[src/sv/ple_pkg.sv]
package ple_pkg;

    localparam int CAPACITY = 64;
    localparam int IDX_W    = $clog2(CAPACITY);
    localparam int CNT_W    = $clog2(CAPACITY + 1);
    localparam int DATA_W   = 32;
    localparam int GRP_SIZE = 8;
    localparam int GRP_NUM  = (CAPACITY + GRP_SIZE - 1) / GRP_SIZE;

    // request kinds
    localparam logic [2:0] KIND_READ   = 3'd0;
    localparam logic [2:0] KIND_FRONT  = 3'd1;
    localparam logic [2:0] KIND_BACK   = 3'd2;
    localparam logic [2:0] KIND_AT     = 3'd3;
    localparam logic [2:0] KIND_DELETE = 3'd4;

    // result status codes
    localparam logic [1:0] ST_DONE  = 2'd0;
    localparam logic [1:0] ST_RANGE = 2'd1;
    localparam logic [1:0] ST_FULL  = 2'd2;

    typedef enum logic [1:0] {
        CELL_HOLD,
        CELL_INSERT,
        CELL_DELETE
    } cell_op_t;

    // broadcast from the controller to every cell
    typedef struct packed {
        cell_op_t            op;
        logic [IDX_W-1:0]    pos;
        logic [DATA_W-1:0]   value;
        logic                read_en;
        logic [IDX_W-1:0]    read_pos;
    } cell_ctrl_t;

endpackage

[src/sv/ple_cell.sv]
module ple_cell (
    input  logic                        clk,
    input  ple_pkg::cell_ctrl_t         ctrl,
    input  logic [ple_pkg::IDX_W-1:0]   cell_idx,
    input  logic [ple_pkg::DATA_W-1:0]  from_left,
    input  logic [ple_pkg::DATA_W-1:0]  from_right,
    output logic [ple_pkg::DATA_W-1:0]  value_q,
    output logic [ple_pkg::DATA_W-1:0]  leaf
);
    import ple_pkg::*;

    logic [DATA_W-1:0] value_reg;
    logic [DATA_W-1:0] value_next;
    logic [DATA_W-1:0] leaf_reg;
    logic [DATA_W-1:0] leaf_next;

    // shift up on insert, down on delete
    always_comb
    begin
        value_next = value_reg;
        unique case (ctrl.op)
            CELL_INSERT:
            begin
                if (cell_idx > ctrl.pos)
                    value_next = from_left;
                else if (cell_idx == ctrl.pos)
                    value_next = ctrl.value;
            end
            CELL_DELETE:
            begin
                if (cell_idx >= ctrl.pos)
                    value_next = from_right;
            end
            default:
            begin
                value_next = value_reg;
            end
        endcase
    end

    // read leaf: own value when selected, zero otherwise
    always_comb
    begin
        if (ctrl.read_en && (cell_idx == ctrl.read_pos))
            leaf_next = value_reg;
        else
            leaf_next = '0;
    end

    always_ff @(posedge clk)
    begin
        value_reg <= value_next;
        leaf_reg  <= leaf_next;
    end

    assign value_q = value_reg;
    assign leaf    = leaf_reg;

endmodule

[config.mk]
export PLATFORM = sky130hd
export DESIGN_NAME = ple_cell
export DESIGN_NICKNAME = d
export VERILOG_FILES = /design/src/sv/ple_pkg.sv /design/src/sv/ple_cell.sv
export SDC_FILE = /design/constraint.sdc
export NUM_CORES = 1
export LEC_CHECK = 0
export ABC_AREA = 1
export ABC_CLOCK_PERIOD_IN_PS = 6900
export BUFFER_PORTS_ARGS = -buffer_cell sky130_fd_sc_hd__buf_4
export CAP_MARGIN = 10
export CORE_AREA = 3 3 98 100
export DETAILED_ROUTE_END_ITERATION = 16
export DIE_AREA = 0 0 101 103
export HOLD_SLACK_MARGIN = 0.1
export PLACE_DENSITY_LB_ADDON = 0.25
export REMOVE_ABC_BUFFERS = 1
export SYNTH_ARGS = -nofsm -noshare
export SYNTH_HDL_FRONTEND = slang
export SYNTH_SLANG_ARGS = --single-unit
[constraint.sdc]
create_clock -name clk -period 6.9 [get_ports clk]
set_input_delay 1.38 -clock clk [delete_from_list [all_inputs] [get_ports clk]]
set_output_delay 1.38 -clock clk [all_outputs]
set_load 0.1 [all_outputs]
=== Word level (Yosys, flattened, before mapping) ===
Cells that the tools add are included.
Widths: inputs -> output; s select.

* Output and inout bits: 64
* Word-level logic and storage cells: 17
* Input port bits: 118
* Register bits: 64

* Muxes and demuxes: 4
* Equality and inequality tests: 6
* Reduce and logical (&&, ||, !) cells: 3
* Order comparisons: 2

{| class="wikitable"
|+ Operator list
! operator !! count
|-
| $mux 32 || 3
|-
| $pmux 32 s2 || 1
|-
| $eq 6x6->1 || 2
|-
| $ge 6x6->1 || 1
|-
| $gt 6x6->1 || 1
|-
| $ne 3x3->1 const B || 1
|-
| $reduce_and 3->1 || 1
|-
| $eq 2x1->1 const B || 1
|-
| $eq 2x2->1 const B || 1
|-
| $ne 2x2->1 const B || 1
|-
| $reduce_bool 2->1 || 1
|-
| $logic_and 1x1->1 || 1
|}

=== Depth between registers and ports, before layout ===
* Depth in word-level cells: 4
* Mapped depth: 12
* Depth with buffers taken out: 11

=== Worst setup path before layout ===
No wires, ideal clock.

* Kind: input port to flip-flop
* Start: input port ctrl[44] (netlist name)
* End: register value_reg[0] (netlist: value_q[0]), enable pin
* Setup time: 0.387 ns
* Arrival: 3.021 ns
* Buffers on the path: 1
* Cell stages on the path: 9
* Data required time: 6.513 ns
* Setup slack: 3.493 ns
* Cells stage by stage: inv_1 ha_1 nand2_1 nor2_2 nand3_2 buf_2 nand4_1 o21ai_0 inv_1

* Cells in the longest elaborated chain, start to end: 3
* Elaborated cells on any way between the ends: 6
* Classes of those cells: order compare: 2; eq/ne: 3; reduce/logical: 1

{| class="wikitable"
|+ RTL lines
! item !! RTL line !! RTL
|-
| start, declared || ple_cell.sv:3 || <nowiki>input ple_pkg::cell_ctrl_t ctrl,</nowiki>
|-
| $gt 6x6->1 (tied with other cells) || ple_cell.sv:24 || <nowiki>if (cell_idx > ctrl.pos)</nowiki>
|-
| $ne 3x3->1 (no source line) or $ne 2x2->1 (tied branches) || -- ||
|-
| $reduce_and 3->1 (no source line) * || -- ||
|-
| end signal, assigned || ple_cell.sv:52 || <nowiki>value_reg <= value_next;</nowiki>
|-
| end, declared || ple_cell.sv:12 || <nowiki>logic [DATA_W-1:0] value_reg;</nowiki>
|}

Every way passes the cells marked *; elsewhere a longest branch is shown, timed or not.
A chain may end at the register's enable or synchronous reset.

=== Final worst setup path ===
* Start: input port ctrl[45] (netlist name)
* End: register value_reg[31] (netlist: value_q[31]), enable pin

* Cells in the longest elaborated chain, start to end: 3
* Elaborated cells on any way between the ends: 6
* Classes of those cells: eq/ne: 4; reduce/logical: 2

{| class="wikitable"
|+ RTL lines
! item !! RTL line !! RTL
|-
| $eq 2x1->1 or $eq 2x2->1 (tied branches) || ple_cell.sv:21 || <nowiki>unique case (ctrl.op)</nowiki>
|-
| $ne 3x3->1 (no source line) (tied with other cells) || -- ||
|-
| $reduce_and 3->1 (no source line) * || -- ||
|}

Marked as above.

==> results.md <==
* DP Wirelength at 6730 microns
* Die H at 103 microns
* Hold Path Class: flop to flop
* Largest net degree at the start of global routing at 35
* Hold Fails Final Rpt at 0
* RSZ-0062 raised after global routing: false
* Worst-margin pin slew at 1.01 ns
* Status: finished clean
* Core area at roughly 9000 sq um
* Post-synth top area cell: edfxtp_1
* Worst slew margin at 0.323
* Total grt overflow at 0
* Worst Setup End Kind: flop
* Maxcap violations at 0
* NumNets Final at ~720
* Final setup margin at 3.04 ns
* CP cell instances: buf_4, inv_1, nand2_1, inv_1, o21ai_0, inv_1, buf_4
* Placed instance count at between 600 and 700
* P per Cell Area at 233 nW/um^2
* Mapped Avg Cell Area at 7.52 sq um
* WS Path Type: primary input to flop
* Max IR drop VDD at 0.0900 mV
* Clock sinks at 64
* Worst Path Max Fanout at 33
* All-Layer GR Usage at 0.168
* Core Util, Final at 0.545
* Share of cells above drive strength 1 at 0.339
* Die Area at 10400 sq um
* Yosys warns at 0
* Slowest stage delay, CP at 0.90 ns
* Cell Area, Synth at approximately 3200 sq um
* WP buf/inv at 5
* Initial DRT Pass Iterations at 5
* Vias per inst at 4.40
* Resized Gates After CTS at 0
* # diodes at 0
* Clock Pin Slew Worst Setup and Hold Paths at 0.07 ns
* Crit share post-route at 0.560
* First-pass GRT wire length at about 14000 microns
* Post-route DRC at 0
* Min cycle time layout at 3.86 ns
* Initial core utilization at 0.362
* CTS tree: done
* DRT iter0 DRCs at around 150
* Initial antenna violation count at 0
* Site Rows at 34
* GR Layer Usage met1 at 0.204
* Grt met2 use at 0.282
* Setup violators final at 0
* Layout Skew at 0.0103 ns
* Setup TNS at 0 ns
* CTS Root Cell: clkbuf_8
* Vias in the first global route at 2893
* FILL cells at 810
* Register area share after synthesis at 0.505
* Yosys top cell area share at 0.303
* Final std cells w/o fill at 713
* Gr busiest metal: met2
* # IOs at 182
* Post-synthesis instance total at 422
* Top post-synthesis cells by area: edfxtp_1 (30%), dfxtp_1 (20%), inv_1 (13%), nand2_1 (13%), nand3_1 (10%)
* Commonest non-fill, non-tap cell in the layout: buf_4
* CP delay by family, top: buffers and inverters
* GP Congestion at 0.787
* CTS Hold Bufs at 0
* Die W at about 100 microns
* Most frequent cells in the layout: buf_4 (184), inv_1 (112), nand2_1 (106), nand3_1 (66), nor2_1 (36)
* Worst skew pair latency at about 0.33 ns
* Layout area overhead at 50.5%
* WL final at 9000 microns
* Pre-CTS setup slack at approximately 2.1 ns
* Flop and latch count out of synthesis at 64
* Most frequent CP cell: inv_1
* Met3 Use GR at 0.0507
* Distinct cells, synth at 23
* Fin. max-slew vios at 0
* Via count at 3136
* Post-route ant nets at 0
* H-tree depth at 3
* Fmax at 259 MHz
* Leakage at 2.74 nW
* Req. time, crit path at 6.92 ns
* Worst-case clock buffer depth at 2
* Crit path DAT at just under 4 ns
* Buffers on Ports at between 150 and 200
* CP startpoint kind: primary input
* CTS buffer count at 9
* WHS at around 0.5 ns
* WL per Instance at between 10 and 15 microns
* Crit-path slowest cell: inv_1
* Setup Buffers After CTS at 0
power by group:
| group | total (mW) | internal, mW | leakage [nW] | switching (mW) |
|---|---|---|---|---|
| clock network | 0.282 | 0.139 | 0.0813 | 0.143 |
| logic | 0.381 | 0.107 | 2.11 | 0.274 |
| registers | 0.449 | 0.434 | 0.554 | 0.0147 |
| total | 1.11 | 0.680 | 2.74 | 0.432 |
worst paths after layout:
kind / startpoint / endpoint / slack, ns / cells past startpoint
min: value_q[17] / leaf[17] / 0.50 / 2
min reg2reg: value_q[17] / leaf[17] / 0.50 / 2
max reg2reg: value_q[22] / leaf[22] / 6.22 / 2
max: ctrl[45] / value_q[31] / 3.04 / 7
synthesized netlist by cell type:
cell type,number
nor2_1,36
xor2_1,2
nand2_2,1
nand3_1,66
nand2_4,1
nand2_1,106
nand4_1,1
ha_1,6
nor2_2,1
buf_1,2
inv_1,112
a21oi_1,1
dfxtp_1,32
buf_2,10
clkbuf_1,3
edfxtp_1,32
o22ai_1,1
a22o_1,1
buf_6,3
nand3_2,1
or2_1,1
nand3_4,1
o21ai_0,2
stage by stage:
step | total power [mW] | cell area (sq um)
after floorplan | 0.722 | 3070
after global placement | 0.835 | 4590
after detailed placement | 0.840 | 4590
after CTS | 1.13 | 4760
after global routing | 1.17 | 4780
final | 1.11 | 4780
final cells by class:
cell class	count	area [sq um]	share of cell area
clock buffer	11	141	0.0296
clock inverter	5	32.5	0.00681
inverter	112	420	0.0880
multi-input combinational	228	1050	0.220
sequential	64	1600	0.335
tap	108	135	0.0283
timing repair buffer	185	1400	0.292
per-layer routing:
layer,share of wire,vias to the layer above
li1,-,1613
met1,0.40,1363
met2,0.48,150
met3,0.11,10
met4,0.012,0
met5,0,-
cells by family after synthesis:
kind of cell | Yosys count | synth area share
AND/OR/NAND/NOR | 215 | 0.292
buffers and inverters | 130 | 0.165
flip-flops | 64 | 0.505
adder cells (fa/ha/maj) | 6 | 0.0236
AO/OA/AOI/OAI | 5 | 0.00946
XOR/XNOR | 2 | 0.00552
tightest hold or removal path: cells and delay by family (launching register included):
kind          cells  cell delay [ns]
flops             1             0.35
simple gates      1             0.08
buf+inv           1             0.04
Power figures use the tool's default switching activity.
